<file path="src/sv/csd_pkg.sv">
// shared types and constants for the checksummed serial deframer
package csd_pkg;

    localparam int BYTE_W  = 8;
    localparam int INDEX_W = 9;
    localparam int SUM_W   = 16;
    localparam int STAT_W  = 2;
    localparam int CFG_IDX_W = 1;

    localparam logic [STAT_W-1:0] STATUS_BUSY = 2'd0;
    localparam logic [STAT_W-1:0] STATUS_GOOD = 2'd1;
    localparam logic [STAT_W-1:0] STATUS_BAD  = 2'd2;

    localparam logic [CFG_IDX_W-1:0] CFG_START_A = 1'b0;
    localparam logic [CFG_IDX_W-1:0] CFG_START_B = 1'b1;

    typedef struct packed {
        logic [BYTE_W-1:0]  start_a;
        logic [BYTE_W-1:0]  start_b;
    } start_cfg_t;

    typedef struct packed {
        logic [BYTE_W-1:0]  frame_byte;
        logic [INDEX_W-1:0] byte_index;
        logic               is_last;
        logic [STAT_W-1:0]  status;
        logic [SUM_W-1:0]   received_sum;
        logic [SUM_W-1:0]   computed_sum;
    } result_t;

endpackage

</file>
<file path="src/sv/checksummed_serial_deframer_unit.sv">
// top level of the checksummed serial deframer
// One received byte per request, one request per cycle sustained while the downstream takes
// each result; a stalled result stalls the input. A byte goes into an input register, the frame
// state machine decides on it and a frame byte lands in the result register. Bytes seen while
// hunting that match neither start byte are dropped without a result. The last byte of a frame
// carries status good or checksum error plus both sums; hunting resumes right after it.
module checksummed_serial_deframer_unit
(
    input  logic                            clk,
    input  logic                            rst_n,
    input  logic                            cfg_write,
    input  logic [csd_pkg::CFG_IDX_W-1:0]   cfg_index,
    input  logic [csd_pkg::BYTE_W-1:0]      cfg_data,
    input  logic                            in_valid,
    output logic                            in_ready,
    input  logic [csd_pkg::BYTE_W-1:0]      rx_byte,
    output logic                            out_valid,
    input  logic                            out_ready,
    output logic [csd_pkg::BYTE_W-1:0]      frame_byte,
    output logic [csd_pkg::INDEX_W-1:0]     byte_index,
    output logic                            is_last,
    output logic [csd_pkg::STAT_W-1:0]      status,
    output logic [csd_pkg::SUM_W-1:0]       received_sum,
    output logic [csd_pkg::SUM_W-1:0]       computed_sum
);

    csd_pkg::start_cfg_t            start_cfg;
    csd_pkg::result_t               res;
    csd_pkg::result_t               res_reg;
    logic                           emit;
    logic                           s1_valid_reg;
    logic [csd_pkg::BYTE_W-1:0]     s1_byte_reg;
    logic                           out_valid_reg;
    logic                           out_free;
    logic                           consume;
    logic                           take_in;

    csd_cfg_regs u_cfg
    (
        .clk        (clk),
        .rst_n      (rst_n),
        .cfg_write  (cfg_write),
        .cfg_index  (cfg_index),
        .cfg_data   (cfg_data),
        .start_cfg  (start_cfg)
    );

    csd_frame_fsm u_fsm
    (
        .clk        (clk),
        .rst_n      (rst_n),
        .step       (consume),
        .rx_byte    (s1_byte_reg),
        .start_cfg  (start_cfg),
        .emit       (emit),
        .res        (res)
    );

    assign out_free = !out_valid_reg || out_ready;
    assign consume  = s1_valid_reg && (out_free || !emit);
    assign in_ready = !s1_valid_reg || consume;
    assign take_in  = in_valid && in_ready;

    always_ff @(posedge clk or negedge rst_n)
    begin
        if (!rst_n)
        begin
            s1_valid_reg <= 1'b0;
        end
        else if (take_in)
        begin
            s1_valid_reg <= 1'b1;
        end
        else if (consume)
        begin
            s1_valid_reg <= 1'b0;
        end
    end

    always_ff @(posedge clk)
    begin
        if (take_in)
        begin
            s1_byte_reg <= rx_byte;
        end
    end

    always_ff @(posedge clk or negedge rst_n)
    begin
        if (!rst_n)
        begin
            out_valid_reg <= 1'b0;
        end
        else if (consume && emit)
        begin
            out_valid_reg <= 1'b1;
        end
        else if (out_ready)
        begin
            out_valid_reg <= 1'b0;
        end
    end

    always_ff @(posedge clk)
    begin
        if (consume && emit)
        begin
            res_reg <= res;
        end
    end

    assign out_valid    = out_valid_reg;
    assign frame_byte   = res_reg.frame_byte;
    assign byte_index   = res_reg.byte_index;
    assign is_last      = res_reg.is_last;
    assign status       = res_reg.status;
    assign received_sum = res_reg.received_sum;
    assign computed_sum = res_reg.computed_sum;

    // last byte always carries a final status, other bytes carry none
    assert property (@(posedge clk) disable iff (!rst_n)
        out_valid |-> (is_last == (status != csd_pkg::STATUS_BUSY)))
        else $error("status does not match last flag");

    // good status exactly when the two sums agree
    assert property (@(posedge clk) disable iff (!rst_n)
        out_valid && is_last |->
            ((status == csd_pkg::STATUS_GOOD) == (received_sum == computed_sum)))
        else $error("status disagrees with checksum compare");

    // a frame ends no earlier than its command byte
    assert property (@(posedge clk) disable iff (!rst_n)
        out_valid && is_last |-> byte_index >= 9'd4)
        else $error("frame ended inside its header");

    // result register holds while the downstream stalls
    assert property (@(posedge clk) disable iff (!rst_n)
        out_valid && !out_ready |=> out_valid && $stable(byte_index))
        else $error("pending result lost or changed");

endmodule

</file>
<file path="src/sv/csd_cfg_regs.sv">
// start byte configuration registers
module csd_cfg_regs
(
    input  logic                            clk,
    input  logic                            rst_n,
    input  logic                            cfg_write,
    input  logic [csd_pkg::CFG_IDX_W-1:0]   cfg_index,
    input  logic [csd_pkg::BYTE_W-1:0]      cfg_data,
    output csd_pkg::start_cfg_t             start_cfg
);

    csd_pkg::start_cfg_t cfg_reg;

    always_ff @(posedge clk or negedge rst_n)
    begin
        if (!rst_n)
        begin
            cfg_reg <= '0;
        end
        else if (cfg_write)
        begin
            unique case (cfg_index)
                csd_pkg::CFG_START_A: cfg_reg.start_a <= cfg_data;
                csd_pkg::CFG_START_B: cfg_reg.start_b <= cfg_data;
                default: ;
            endcase
        end
    end

    assign start_cfg = cfg_reg;

endmodule

</file>
<file path="src/sv/csd_frame_fsm.sv">
// frame tracking state machine with checksum accumulation
module csd_frame_fsm
(
    input  logic                        clk,
    input  logic                        rst_n,
    input  logic                        step,
    input  logic [csd_pkg::BYTE_W-1:0]  rx_byte,
    input  csd_pkg::start_cfg_t         start_cfg,
    output logic                        emit,
    output csd_pkg::result_t            res
);

    typedef enum logic [2:0] {HUNT, SUM_LO, SUM_HI, LEN, CMD, DATA} state_t;

    state_t                         state_reg, state_next;
    logic [csd_pkg::BYTE_W-1:0]     length_reg, length_next;
    logic [csd_pkg::BYTE_W-1:0]     count_reg, count_next;
    logic [csd_pkg::SUM_W-1:0]      sum_reg, sum_next;
    logic [csd_pkg::SUM_W-1:0]      hdr_reg, hdr_next;
    logic [csd_pkg::INDEX_W-1:0]    pos_reg, pos_next;
    logic [csd_pkg::INDEX_W-1:0]    idx;
    logic [csd_pkg::BYTE_W-1:0]     count_inc;
    logic [csd_pkg::SUM_W-1:0]      sum_inc;
    logic                           is_start;

    assign is_start  = (rx_byte == start_cfg.start_a) || (rx_byte == start_cfg.start_b);
    assign count_inc = count_reg + 8'd1;
    assign sum_inc   = sum_reg + {8'd0, rx_byte};
    assign idx       = (state_reg == HUNT) ? '0 : pos_reg;

    always_comb
    begin
        state_next  = state_reg;
        length_next = length_reg;
        count_next  = count_reg;
        sum_next    = sum_reg;
        hdr_next    = hdr_reg;
        emit        = 1'b1;
        res.frame_byte   = rx_byte;
        res.byte_index   = idx;
        res.is_last      = 1'b0;
        res.status       = csd_pkg::STATUS_BUSY;
        res.received_sum = '0;
        res.computed_sum = '0;
        unique case (state_reg)
            HUNT:
            begin
                emit = is_start;
                if (is_start)
                begin
                    state_next = SUM_LO;
                end
            end
            SUM_LO:
            begin
                hdr_next   = {8'd0, rx_byte};
                state_next = SUM_HI;
            end
            SUM_HI:
            begin
                hdr_next   = {rx_byte, hdr_reg[7:0]};
                state_next = LEN;
            end
            LEN:
            begin
                length_next = rx_byte;
                count_next  = '0;
                sum_next    = '0;
                state_next  = CMD;
            end
            CMD, DATA:
            begin
                count_next = count_inc;
                sum_next   = sum_inc;
                if (count_inc < length_reg)
                begin
                    state_next = DATA;
                end
                else
                begin
                    state_next       = HUNT;
                    res.is_last      = 1'b1;
                    res.status       = (sum_inc == hdr_reg) ? csd_pkg::STATUS_GOOD
                                                            : csd_pkg::STATUS_BAD;
                    res.received_sum = hdr_reg;
                    res.computed_sum = sum_inc;
                end
            end
            default:
            begin
                emit       = 1'b0;
                state_next = HUNT;
            end
        endcase
        pos_next = emit ? idx + 9'd1 : pos_reg;
    end

    always_ff @(posedge clk or negedge rst_n)
    begin
        if (!rst_n)
        begin
            state_reg  <= HUNT;
            length_reg <= '0;
            count_reg  <= '0;
            sum_reg    <= '0;
            hdr_reg    <= '0;
            pos_reg    <= '0;
        end
        else if (step)
        begin
            state_reg  <= state_next;
            length_reg <= length_next;
            count_reg  <= count_next;
            sum_reg    <= sum_next;
            hdr_reg    <= hdr_next;
            pos_reg    <= pos_next;
        end
    end

endmodule
</file>
<file path="config.mk">
export PLATFORM = sky130hd
export DESIGN_NAME = checksummed_serial_deframer_unit
export DESIGN_NICKNAME = d
export VERILOG_FILES = /design/src/sv/csd_pkg.sv /design/src/sv/checksummed_serial_deframer_unit.sv /design/src/sv/csd_cfg_regs.sv /design/src/sv/csd_frame_fsm.sv
export SDC_FILE = /design/constraint.sdc
export NUM_CORES = 1
export LEC_CHECK = 0
export ABC_AREA = 1
export BUFFER_PORTS_ARGS = -buffer_cell sky130_fd_sc_hd__buf_2
export CAP_MARGIN = 20
export CORE_MARGIN = 4
export CORE_UTILIZATION = 25
export CTS_CLUSTER_SIZE = 20
export DETAILED_ROUTE_END_ITERATION = 8
export SYNTH_ARGS = -nofsm -noshare
export SYNTH_HDL_FRONTEND = slang
export SYNTH_SLANG_ARGS = --single-unit
</file>
<file path="constraint.sdc">
create_clock -name clk -period 3.4 [get_ports clk]
set_input_delay 0.17 -clock clk [delete_from_list [all_inputs] [get_ports clk]]
set_output_delay 0.17 -clock clk [all_outputs]
set_load 0.02 [all_outputs]
</file>
; Yosys cells after proc, flatten, opt, wreduce, memory -nomap -nowiden
; Cells that the tools add are included.
[word_totals]
wordCells = 74
in_bits = 22
out_inout_bits = 54
ff_bits = 138
[op_classes]
n_bitwise = 3
n_lt_le_gt_ge = 1
eq_ne = 9
muxes = 14
n_addsub = 3
reduce_logical = 26
[op_table]
columns = operator, count
row1 = $pmux W16 S2, 2
row2 = $mux W35, 1
row3 = $add A16 B8 Y16, 1
row4 = $eq A16 B16 Y1, 1
row5 = $eq A8 B8 Y1, 2
row6 = $pmux W8 S2, 1
row7 = $pmux W3 S5, 1
row8 = $reduce_and A2 Y1, 7
row9 = $add A9 B1 Y9 const B, 1
row10 = $mux W9, 1
row11 = $add A8 B1 Y8 const B, 1
row12 = $lt A8 B8 Y1, 1
row13 = $reduce_bool A2 Y1, 4
row14 = $eq A3 B2 Y1 const B, 2
row15 = $eq A3 B3 Y1 const B, 2
row16 = $mux W3, 2
row17 = $reduce_or A5 Y1, 1
row18 = $logic_or A1 B1 Y1, 4
row19 = $mux W1, 4
row20 = $reduce_or A2 Y1, 2
row21 = $eq A3 B1 Y1 const B, 1
row22 = $logic_and A1 B1 Y1, 3
row23 = $logic_not A1 Y1, 3
row24 = $logic_not A3 Y1, 1
row25 = 5 further kinds, 7

; Longest topological paths before layout
; Gate-level depths: netlist (run 1).
[depth]
ltp_word = 9
mapped_depth = 16
mapped_depth_nobuf = 16

; Hierarchy
; Synthesis (run 1) repeated with hierarchy kept, for this count alone.
[unflattened]
cells_unflattened = 793
area_unflattened_um2 = 6976.7
[modules_own_cells]
columns = mod, seq_area_each_um2, area_each_um2, cells_each, n_inst
row1 = csd_frame_fsm, 1501.4, 4401.7, 648, 1
row2 = checksummed_serial_deframer_unit, 1851.8, 1911.8, 75, 1
row3 = csd_cfg_regs, 400.4, 663.1, 70, 1

; Least setup slack after synthesis (run 1)
; Ideal clock, no wire load.
[synth_timing]
kind = register to register
startpoint = reg s1_byte_reg[1] in the netlist's numbering
endpoint = reg res_reg, in the netlist byte_index[0], enable pin
setup_ns = 0.406
arrival_time_ns = 2.510
stages_incl_launch_ff = 13
t_required_ns = 2.994
n_path_buf = 1
setup_slack_ns = 0.484
synth_period_minus_slack_ns = 2.916
path_cell_list = edfxtp_1 -> xnor2_1 -> nand2_1 -> nor2_1 -> nand2_1 -> nand3_1 -> and2_4 -> nand2_8 -> nand2_4 -> inv_2 -> nand2_2 -> buf_6 -> inv_1
[synth_via]
elab_chain_len = 7
elab_cells_between_ends = 8
cone_classes = eq/ne (2) / mux (1) / reduce/logical (5)
[synth_rtl]
columns = item, line_no
row1 = start: declaration, checksummed_serial_deframer_unit.sv:32  ; logic [csd_pkg::BYTE_W-1:0] s1_byte_reg;
row2 = start signal: assignment, checksummed_serial_deframer_unit.sv:84  ; s1_byte_reg <= rx_byte;
row3 = $eq A8 B8 Y1, csd_frame_fsm.sv:26  ; assign is_start = (rx_byte == start_cfg.start_a) || (rx_byte == start_cfg.start_b);
row4 = $logic_or A1 B1 Y1 (*), csd_frame_fsm.sv:26
row5 = $pmux W1 S2 (*), csd_frame_fsm.sv:45  ; unique case (state_reg)
row6 = $logic_not A1 Y1, checksummed_serial_deframer_unit.sv:60  ; assign consume = s1_valid_reg && (out_free || !emit);
row7 = $logic_or A1 B1 Y1, checksummed_serial_deframer_unit.sv:60
row8 = $logic_and A1 B1 Y1, checksummed_serial_deframer_unit.sv:60
row9 = $logic_and A1 B1 Y1 (*), checksummed_serial_deframer_unit.sv:106  ; if (consume && emit)
row10 = end signal: assignment, checksummed_serial_deframer_unit.sv:108  ; res_reg <= res;
row11 = end: declaration, checksummed_serial_deframer_unit.sv:29  ; csd_pkg::result_t res_reg;
; Every way passes the cells marked *; elsewhere a longest branch is shown, timed or not.
; A chain may end at the register's enable or synchronous reset.

; Worst setup path after layout (run 1)
[layout_timing]
startpoint = reg s1_byte_reg[3] in the netlist's numbering
endpoint = reg res_reg, in the netlist status[1] (data pin)
[layout_via]
elab_chain_len = 3
[layout_rtl]
columns = item, line_no
row1 = $add A16 B8 Y16, csd_frame_fsm.sv:28  ; assign sum_inc = sum_reg + {8'd0, rx_byte};
row2 = $eq A16 B16 Y1, csd_frame_fsm.sv:83  ; res.status = (sum_inc == hdr_reg) ? csd_pkg::STATUS_GOOD
row3 = $mux W2, csd_frame_fsm.sv:83
; Every way passes these cells.

==> run metrics, run 1 <==
max-cap viol count 0; register area 3754 sq um; r2r setup slk 0.55 ns; RSZ-0062 raised after global routing false; Avg WL per Cell 13.20 um; PD cells 806.4 nW/um^2; Clock Skews 0.01346 ns; area of the multi-input gates 2818 sq um; kind of critical path reg -> reg; die area 31360 sq um; Netlist Area Pre-Place 7148 sq um; clk buf depth 2; synth unique cells 34; f_max 351.0 MHz; met3 usage 0.02585; crit end category register; share of cells above drive strength 1 0.1368; run status finished, final reports clean; Via density 4.279; initial antenna violation count 0; crit-path most repeated cell nand2_1; Hold Path Origin cfg_data[0]; first-pass GRT wire length 29.41 mm; row cnt 61; clock-pin slew on the worst setup and hold paths 0.07 ns; io pins 76; Num CTS Buffers 17; RR Startpoint s1_byte_reg[3]; Syn Area/Cell 8.302 sq um; Core Area 28010 sq um; Slew Viols, Final 0; startpoint type of the worst setup path register; worst slew pin tran 0.9188 ns; slowest cell delay on critical path 0.62 ns; DRT Wirelength 17.83 mm; Synthesized Nets 901; hold endpoint u_cfg.start_cfg[0]; Seq/Total Area, Yosys 0.5251; via count 5776; Post-DRT Antenna Nets 0; Slew Limit Headroom 0.3875; Post-Synthesis Cells 861; crit-path cells ha_1 > nand2_1 > nor2_1 > nand3_1 > nand2_1 > nand2_1 > nand3_1 > nand2_1 > nor2_1 > nand2_1 > nor2_1 > nand2_1 > nor2_1 > nor2_1; Leak Pwr 4.204 nW; most used routing layer met2; Synth Warn # 0; Required @ worst endpoint 3.56 ns; Synth-to-Final Area Change 20.88%; final setup violation count 0; kind of cell adding the most delay to the critical path simple AND/OR/NAND/NOR gates; Worst Reg-to-Reg Cells 14; 1st-iter DRT viols 406; CTS tree done; gr usage total 0.1182; grt ovf 0; ant diodes 0; Yosys reg bits 138; Post-route DRC 0; Worst Path Arrival 3.01 ns; Initial DRT Pass Iterations 5; final hold violations 0; Die H 177.1 um; HP Class in -> reg; layout filler cell count 2964; largest net degree at the start of global routing 68; Clk Tree Root Cell clkbuf_16; CTS sink count 138; hold_ws 0.02117 ns; crit path buf inv count 0; Nets 999; setup tns final 0 ns; GR Layer Usage met2 0.1823; RePlAce Congestion 0.8924; met1 usage 0.1688; Starting Density 0.2552; Clock Latency Late Sink 0.43 ns; HPWL after DPL 12.71 mm; minimum clock period after layout 2.849 ns; Worst Hold Depth 3; vias in the first global route 5605; Max VDD drop 0.3685 mV; CTS H-tree depth 4; post-CTS setup repair buffer count 0; CP max-delay cell edfxtp_1; IO Port Bufs 75; die width 177.1 um; worst r2r dst status[1]; Worst Path Max Fanout 7; Final Cycle Share 0.8381
==> synthesized netlist by cell type <==
library cell | n | area, sq um
a21oi_1 | 16 | 80.08
and2_1 | 1 | 6.260
and2_4 | 1 | 8.760
buf_1 | 3 | 11.26
buf_2 | 2 | 10.01
buf_6 | 8 | 90.09
clkbuf_1 | 2 | 7.510
dfrtp_1 | 78 | 1952
edfxtp_1 | 60 | 1802
fa_1 | 1 | 20.02
ha_1 | 17 | 212.7
inv_1 | 115 | 431.7
inv_2 | 7 | 26.28
nand2_1 | 305 | 1145
nand2_2 | 2 | 12.51
nand2_4 | 1 | 11.26
nand2_8 | 1 | 20.02
nand3_1 | 83 | 415.4
nand3_2 | 1 | 10.01
nand3_4 | 3 | 52.55
nand3b_1 | 5 | 37.54
nand4_1 | 8 | 50.05
nor2_1 | 63 | 236.5
nor2_2 | 1 | 6.260
nor2_4 | 2 | 22.52
nor2_8 | 1 | 20.02
nor3_1 | 1 | 5.000
nor3_2 | 1 | 10.01
o21ai_0 | 31 | 155.2
o21ai_1 | 19 | 95.09
or2_0 | 1 | 6.260
or2_2 | 2 | 12.51
xnor2_1 | 10 | 87.58
xor2_1 | 9 | 78.83
==> worst reg2reg max path, stage by stage (launching register included) <==
cell and delay (ns):
edfxtp_1 0.62, ha_1 0.53, nand2_1 0.11, nor2_1 0.18, nand3_1 0.15, nand2_1 0.14, nand2_1 0.12, nand3_1 0.09
nand2_1 0.06, nor2_1 0.17, nand2_1 0.07, nor2_1 0.15, nand2_1 0.08, nor2_1 0.09, nor2_1 0.04
==> how the worst max path moves through the flow <==
stage                              start              end  slack, ns  cells after the start
final                     s1_byte_reg[3]        status[1]       0.55                     14
after global routing      s1_byte_reg[1]  computed_sum[6]       0.32                     12
after CTS                 s1_byte_reg[1]  computed_sum[7]       0.56                     12
after detailed placement  s1_byte_reg[1]  computed_sum[6]       0.58                     12
after global placement    s1_byte_reg[3]        status[1]       0.57                     14
after floorplan           s1_byte_reg[1]    byte_index[0]       0.48                     12
==> power breakdown <==
part           switching (W)  total (W)  internal, W
clock               0.000743    0.00177      0.00103
sequential          0.000349    0.00266      0.00231
combinational        0.00174    0.00254     0.000800
==> area by class of cell <==
class,instances,area share
tap,378,0.05474
sequential,138,0.4344
clock inverter,12,0.009991
inverter,122,0.05300
clock buffer,20,0.05546
multi-input combinational,586,0.3261
timing repair buffer,94,0.06632
==> cells by family (layout without fill, tap and decap cells) <==
group | after synthesis | count (layout) | synth area share
simple gates | 483 | 483 | 0.2921
fa+ha+maj | 18 | 18 | 0.03256
buf+inv | 137 | 248 | 0.08069
flops | 138 | 138 | 0.5251
compound gates | 66 | 66 | 0.04621
xor+xnor | 19 | 19 | 0.02328
==> what timing repair did <==
| action | CTS | global route |
|---|---|---|
| hold endpoints to repair | 83 | 0 |
| hold buffers | 16 | 0 |
| resized for setup | 0 | 0 |
==> metrics by stage <==
step / utilization / area, sq um / total power [W] / worst slack, ns / std cells
2_1_floorplan: - / 7148 / 0.004459 / 0.4838 / 861
3_3_place_gp: 0.2826 / 7915 / 0.005217 / 0.5663 / 1302
3_5_place_dp: 0.2826 / 7915 / 0.005237 / 0.5831 / 1302
4_1_cts: 0.3085 / 8641 / 0.007052 / 0.5638 / 1350
5_1_grt: 0.3085 / 8641 / 0.007504 / 0.3153 / 1350
6_report: 0.3085 / 8641 / 0.006968 / 0.5506 / 1350
==> cells in the final DEF, fill, tap and decap left out, types with 19 or more instances in the layout <==
cell type  synthesis  layout
nand2_1          305     305
inv_1            115     114
nand3_1           83      83
dfrtp_1           78      78
buf_2              2      74
nor2_1            63      63
edfxtp_1          60      60
o21ai_0           31      31
o21ai_1           19      19
clkbuf_16          0      19
==> per-layer routing <==
layer,part of all wire,routed length (um)
met2,0.44,7927
met1,0.49,8690
met3,0.058,1028
met4,0.010,178
met5,0,0
(Power assumes the default switching activity.)
==> inputs of run 2 (changes only) <==
==> constraint.sdc (replaced) <==
create_clock -name clk -period 2.6 [get_ports clk]
set_input_delay 0.13 -clock clk [delete_from_list [all_inputs] [get_ports clk]]
set_output_delay 0.13 -clock clk [all_outputs]
set_load 0.02 [all_outputs]
==> run 2 against run 1 <==
Effect of this change:
- clock-buffer cell count fell by 2
- clock skew fell by 0.0041 ns
- via count rose by 3.3%
- sequential power rose by 30%
- combinational power rose by 47%
- flip-flop and latch count did not move
- utilization rose by 1.8 points
- routed wire length rose by 5.4%
- power rose by 39%
- clock power rose by 40%
- fmax rose by 13%
- sequential share of layout area fell by 2.4 points
==> run metrics, run 2 (same netlist as run 1, synthesis figures left out) <==
run status finished, final reports clean (unchanged); worst slew pin tran 0.5969 ns (was 0.9188 ns); Starting Density 0.2552 (unchanged); Via density 4.294 (was 4.279); startpoint type of the worst setup path register (unchanged); Inst Count DP 1332 (was 1302); vias in the first global route 5641 (was 5605); Design Area, Final 9149 sq um (was 8641 sq um); 1st-iter DRT viols 489 (was 406); switching power 0.003899 W (was 0.002836 W); max-cap viol count 0 (unchanged); setup tns final 0 ns (unchanged); Sw Share 0.4029 (was 0.4070); gr usage total 0.1217 (was 0.1182); Required @ worst endpoint 2.78 ns (was 3.56 ns); part of the power in combinational logic 0.386 (was 0.365); clk buf depth 2 (unchanged); HP Class in -> async (was in -> reg); Die H 177.1 um (unchanged); layout filler cell count 2933 (was 2964); largest net degree at the start of global routing 41 (was 68); row cnt 61 (unchanged); RSZ-0062 raised after global routing true (was false); Clk Tree Root Cell clkbuf_16 (unchanged); Num CTS Buffers 17 (unchanged); io pins 76 (unchanged); crit end category register (unchanged); HPWL after DPL 13.32 mm (was 12.71 mm); Worst Path Max Fanout 3 (was 7); ant diodes 0 (unchanged); Clock Skews 0.009316 ns (was 0.01346 ns); RePlAce Congestion 0.8361 (was 0.8924); most common cell after layout, fill and taps aside nand2_1 (unchanged); IO Port Bufs 75 (unchanged); Max VDD drop 0.4985 mV (was 0.3685 mV); share of cells above drive strength 1 0.1899 (was 0.1368); clock-pin slew on the worst setup and hold paths 0.06 ns (was 0.07 ns); Slew Limit Headroom 0.6020 (was 0.3875); via count 5965 (was 5776); CTS H-tree depth 4 (unchanged); Worst Path Arrival 2.71 ns (was 3.01 ns); Final Util 0.3266 (was 0.3085); Final Cycle Share 0.9703 (was 0.8381); Slew Viols, Final 0 (unchanged); Post-DRT Antenna Nets 0 (unchanged); most frequent cells in the layout nand2_1 (301), inv_1 (113), nand3_1 (79) (was nand2_1 (305), inv_1 (114), nand3_1 (83)); Avg WL per Cell 13.53 um (was 13.20 um); first-pass GRT wire length 29.68 mm (was 29.41 mm); grt ovf 0 (unchanged); DRT Wirelength 18.79 mm (was 17.83 mm); Clk pwr share 0.257 (was 0.254); cell internal pwr 0.005778 W (was 0.004132 W); CTS sink count 138 (unchanged); initial antenna violation count 0 (unchanged); Initial DRT Pass Iterations 6 (was 5); die area 31360 sq um (unchanged); f_max 396.4 MHz (was 351.0 MHz); PD cells 1058 nW/um^2 (was 806.4 nW/um^2); Core Area 28010 sq um (unchanged); final hold violations 0 (unchanged); Flop pwr share 0.357 (was 0.381); Leak Pwr 4.415 nW (was 4.204 nW); Placed Area 8180 sq um (was 7915 sq um); Clock Latency Late Sink 0.43 ns (about the same); Nets 1038 (was 999); Final Instance Count excl. Fillers 1389 (was 1350); minimum clock period after layout 2.523 ns (was 2.849 ns); Synth-to-Final Area Change 27.99% (was 20.88%); final setup violation count 0 (unchanged); Post-route DRC 0 (unchanged); CTS tree done (unchanged); die width 177.1 um (unchanged); kind of critical path reg -> reg (unchanged)
[run 2: final cells by class]
class	count	area, sq um	area share
clock buffer	18	439.2	0.04800
clock inverter	14	161.4	0.01764
inverter	122	464.2	0.05074
multi-input combinational	586	2942	0.3215
sequential	138	3754	0.4103
tap	378	473.0	0.05170
timing repair buffer	133	915.9	0.1001
[run 2: stage by stage]
step	setup slack, ns	hold slack (ns)	total power (W)
after floorplan	-0.05420	-0.1656	0.005845
after global placement	-0.01595	0.1645	0.006983
after detailed placement	-0.04196	0.1691	0.007030
after CTS	0.006401	0.2475	0.009606
after global routing	-0.08350	0.3009	0.01036
final	0.07715	0.2457	0.009678
[run 2: final timing paths]
| path | startpoint | endpoint | slack [ns] | depth (start not counted) |
|---|---|---|---|---|
| min reg2reg | u_fsm.pos_reg[0] | u_fsm.pos_reg[0] | 0.47 | 2 |
| max | s1_byte_reg[0] | status[1] | 0.08 | 13 |
| max reg2reg | s1_byte_reg[0] | status[1] | 0.08 | 13 |
| max in group asynchronous | rst_n | out_valid | 1.73 | 3 |
| min | rst_n | u_fsm.sum_reg[11] | 0.25 | 2 |
| min in group clk | cfg_index | u_cfg.start_cfg[1] | 0.28 | 4 |
[run 2: routing by layer]
metal  vias to the layer above  global-route usage  wire length [um]
met5                         -                   0                 0
met4                         0             0.03611               208
met3                        19             0.02371              1055
met2                       176              0.1841              8287
met1                      2750              0.1767              9241
li1                       3020                   -                 -
[run 2: critical path, stage by stage, from the launching register on]
cell,delay [ns]
edfxtp_1,0.53
ha_4,0.24
fa_2,0.56
inv_2,0.04
nand2_1,0.05
nand4_1,0.09
nor2_1,0.10
nand3_1,0.12
nor2_1,0.11
nand3_1,0.09
nor2_1,0.12
nand2_1,0.06
nor2_1,0.11
nor2_1,0.04
[run 2: power groups by stage]
stage | Sequential (W) | Combinational, W | Clock (W)
finish | 0.00346 | 0.00374 | 0.00248
global route | 0.00353 | 0.00419 | 0.00264
CTS | 0.00345 | 0.00362 | 0.00255
detailed placement | 0.00348 | 0.00355 | 0
global placement | 0.00347 | 0.00351 | 0
floorplan | 0.00374 | 0.00210 | 0
[run 2: timing repair]
item | CTS | global route
endpoints found under the setup margin | 2 | 59
endpoints found under the hold margin | 64 | 0
buffers inserted | 1 | 5
resized for setup | 1 | 30
pin swaps | 0 | 5
hold buffers | 19 | 0
==> inputs of run 3 (changes only) <==
--- a/config.mk
+++ b/config.mk
@@ -5,13 +5,13 @@
 export SDC_FILE = /design/constraint.sdc
 export NUM_CORES = 1
 export LEC_CHECK = 0
-export ABC_AREA = 1
 export BUFFER_PORTS_ARGS = -buffer_cell sky130_fd_sc_hd__buf_2
 export CAP_MARGIN = 20
 export CORE_MARGIN = 4
 export CORE_UTILIZATION = 25
 export CTS_CLUSTER_SIZE = 20
 export DETAILED_ROUTE_END_ITERATION = 8
+export SKIP_LAST_GASP = 1
 export SYNTH_ARGS = -nofsm -noshare
 export SYNTH_HDL_FRONTEND = slang
 export SYNTH_SLANG_ARGS = --single-unit
==> run 3 against run 2 <==
Effect of this change:
- the flow now finishes with violations (setup timing)
- global-route usage hardly changed
- utilization is 0.35 points lower
- combinational power is 10% higher
- area after synthesis down 5.1%
- clock skew decreased by 0.0014 ns
- critical endpoint unchanged
==> run metrics, run 3 <==
top_reg_cell synth dfrtp_1 (unchanged); die area 29850 sq um (was 31360 sq um); grt ovf 0 (unchanged); top cells by count, synth dfrtp_1 (78), nand2_1 (68), edfxtp_1 (60) (was nand2_1 (305), inv_1 (115), nand3_1 (83)); Final Util 0.3232 (was 0.3266); Clk pwr share 0.234 (was 0.257); PD cells 1143 nW/um^2 (was 1058 nW/um^2); Num CTS Buffers 17 (unchanged); io pins 76 (unchanged); Netlist Area Pre-Place 6787 sq um (was 7148 sq um); hold_ws 0.07119 ns (was 0.2457 ns); first-pass GRT wire length 28.85 mm (was 29.68 mm); Worst Path Arrival 2.77 ns (was 2.71 ns); Core Area 26800 sq um (was 28010 sq um); Slew Limit Headroom 0.4752 (was 0.6020); 1st-iter DRT viols 391 (was 489); startpoint type of the worst setup path register (unchanged); f_max 381.8 MHz (was 396.4 MHz); Synth area leader dfrtp_1 (unchanged); Clock Skews 0.007879 ns (was 0.009316 ns); Worst Setup Slack, final -0.01896 ns (was 0.07715 ns); Hold Path Origin out_ready; HP Class in -> reg (was in -> async); Max VDD drop 0.5277 mV (was 0.4985 mV); Leak Pwr 3.678 nW (was 4.415 nW); Starting Density 0.2532 (was 0.2552); most common cell after layout, fill and taps aside dfrtp_1 (was nand2_1); crit end category register (unchanged); Syn Area/Cell 11.35 sq um (was 8.302 sq um); share of cells above drive strength 1 0.2788 (was 0.1899); top-count cell post-synth dfrtp_1 (was nand2_1); async set or reset register ratio after synthesis 0.5652 (unchanged); Compound-Gate Fraction of Synth Area 0.1230 (was 0.04621); layout filler cell count 2706 (was 2933); Worst Path Max Fanout 2 (was 3); RSZ-0062 raised after global routing true (unchanged); post-synth top area share 0.2876 (was 0.2731); via count 5074 (was 5965); part of the power in combinational logic 0.416 (was 0.386); die width 172.8 um (was 177.1 um); Clk Tree Root Cell clkbuf_16 (unchanged); cell internal pwr 0.006043 W (was 0.005778 W); vias in the first global route 5000 (was 5641); xor/xnor share of the synthesized area 0.06785 (was 0.02328); Synth Warn # 0 (unchanged); final setup violation count 2 (was 0); CTS H-tree depth 4 (unchanged); minimum clock period after layout 2.619 ns (was 2.523 ns); HPWL after DPL 13.27 mm (was 13.32 mm); Post-route DRC 0 (unchanged); failing checks setup timing; kind of critical path reg -> reg (unchanged); final hold violations 0 (unchanged); CTS sink count 138 (unchanged); largest net degree at the start of global routing 43 (was 41); Slew Viols, Final 0 (unchanged); Final Instance Count excl. Fillers 1087 (was 1389); RePlAce Congestion 0.9064 (was 0.8361); mux contribution to synthesized area 0.03982 (was 0); Design Area, Final 8661 sq um (was 9149 sq um); Flop pwr share 0.350 (was 0.357); largest cells by area after synthesis dfrtp_1 (29%), edfxtp_1 (27%), xnor2_1 (5.0%) (was dfrtp_1 (27%), edfxtp_1 (25%), nand2_1 (16%)); Nets 773 (was 1038); ant diodes 0 (unchanged); Inst Count DP 1036 (was 1332); Synth-to-Final Area Change 27.62% (was 27.99%); clock-pin slew on the worst setup and hold paths 0.06 ns (about the same); total power 0.009900 W (was 0.009678 W); switching power 0.003858 W (was 0.003899 W); Post-DRT Antenna Nets 0 (unchanged); Required @ worst endpoint 2.75 ns (was 2.78 ns); RR Startpoint s1_byte_reg[0] (unchanged); run status complete, but fails checks (was finished, final reports clean); Via density 4.668 (was 4.294); max-cap viol count 0 (unchanged); Yosys reg bits 138 (unchanged); main combinational cell family by area after synthesis simple AND/OR/NAND/NOR gates (unchanged); row cnt 60 (was 61); Sw Share 0.3896 (was 0.4029); most frequent cells in the layout dfrtp_1 (77), buf_2 (74), nand2_1 (67) (was nand2_1 (301), inv_1 (113), nand3_1 (79)); synth unique cells 67 (was 34); worst setup path startpoint s1_byte_reg[0] (unchanged); Synthesized Nets 638 (was 901); clk buf depth 2 (unchanged); Clock Latency Late Sink 0.42 ns (was 0.43 ns); CTS tree done (unchanged); IO Port Bufs 75 (unchanged); post-CTS setup repair buffer count 0 (was 1); Placed Area 7863 sq um (was 8180 sq um); EDFF count, synth 60 (unchanged); DRT Wirelength 18.08 mm (was 18.79 mm); Post-Synthesis Cells 598 (was 861); Synth Area in Simple Gates 0.1519 (was 0.2921); worst slew pin tran 0.7863 ns (was 0.5969 ns); gr usage total 0.1219 (was 0.1217); Die H 172.8 um (was 177.1 um); Seq/Total Area, Yosys 0.5531 (was 0.5251); Avg WL per Cell 16.63 um (was 13.53 um); Final Cycle Share 1.007 (was 0.9703); initial antenna violation count 0 (unchanged); post-synthesis adder-cell area fraction 0.03429 (was 0.03256); Initial DRT Pass Iterations 5 (was 6)
==> run 3: cell count changes after synthesis, sizes merged, moves of 11 or more <==
| cell | delta |
|---|---|
| and2 | +13 |
| inv | -104 |
| nand3 | -63 |
| nor2 | -36 |
| o21ai | -19 |
| a22o | +13 |
| and3 | +26 |
| nand2 | -241 |
| a31oi | +11 |
| xnor2 | +30 |
| mux2 | +24 |
| clkbuf | +15 |
==> run 3: power groups by stage <==
stage | Clock, W | Sequential [W] | Combinational (W)
finish | 0.00232 | 0.00347 | 0.00412
CTS | 0.00235 | 0.00347 | 0.00404
detailed placement | 0 | 0.00351 | 0.00400
global route | 0.00247 | 0.00355 | 0.00452
global placement | 0 | 0.00350 | 0.00398
floorplan | 0 | 0.00361 | 0.00243
==> run 3: area by class of cell <==
cell class	count	area, sq um	share of cell area
well taps	341	426.7	0.04926
clock buffers	21	483.0	0.05576
repair buffers	143	945.9	0.1092
clock inverters	11	88.84	0.01026
multi-input cells	415	2890	0.3337
flip-flops and latches	138	3755	0.4335
inverters	18	71.32	0.008235
==> run 3: worst max-delay path, stage by stage (launching register included) <==
cell and delay (ns):
edfxtp_1 0.40, ha_2 0.20, fa_2 0.54, xor2_1 0.07, a211oi_1 0.20, o311ai_0 0.15, nor4_1 0.23, nand4_1 0.21
nor4_2 0.22, a31oi_1 0.13
==> run 3: final timing paths <==
kind | slack, ns | cells past startpoint | endpoint
setup reg to reg | -0.02 | 9 | status[1]
setup / recovery | -0.02 | 9 | status[1]
max in group asynchronous | 1.64 | 3 | u_fsm.hdr_reg[14]
min in group asynchronous | 0.26 | 2 | u_fsm.pos_reg[0]
hold / removal | 0.07 | 3 | out_valid
hold reg to reg | 0.48 | 2 | u_fsm.hdr_reg[2]
==> run 3: cell families after synthesis <==
group / Yosys count
AOI/OAI and AO/OA: 121
xor gates and xnor gates: 50
adders and majority gates: 18
buffers and inverters: 46
DFF: 138
muxes: 24
and+or+nand+nor: 201
==> run 3: through the flow <==
step                TNS [ns]  setup slack [ns]
floorplan           -0.01259          -0.01259
global placement           0          0.008542
detailed placement  -0.05025          -0.05025
CTS                 -0.02142          -0.02142
global route         -0.4000           -0.2110
finish              -0.02887          -0.01896
==> run 3: timing repair <==
item                       4_1_cts  5_1_grt
setup endpoints to repair        2       36
gates resized for setup          0        9
hold buffers                    18        0
pin swaps                        3        7
hold endpoints to repair        65        0
cloned                           0        1
==> run 3: per-layer routing <==
metal | vias to the layer above | global-route usage | share of wire
met4 | 0 | 0.03326 | 0.013
met1 | 2464 | 0.1738 | 0.48
met3 | 20 | 0.02842 | 0.056
li1 | 2432 | - | -
met2 | 158 | 0.1869 | 0.45
met5 | - | 0 | 0
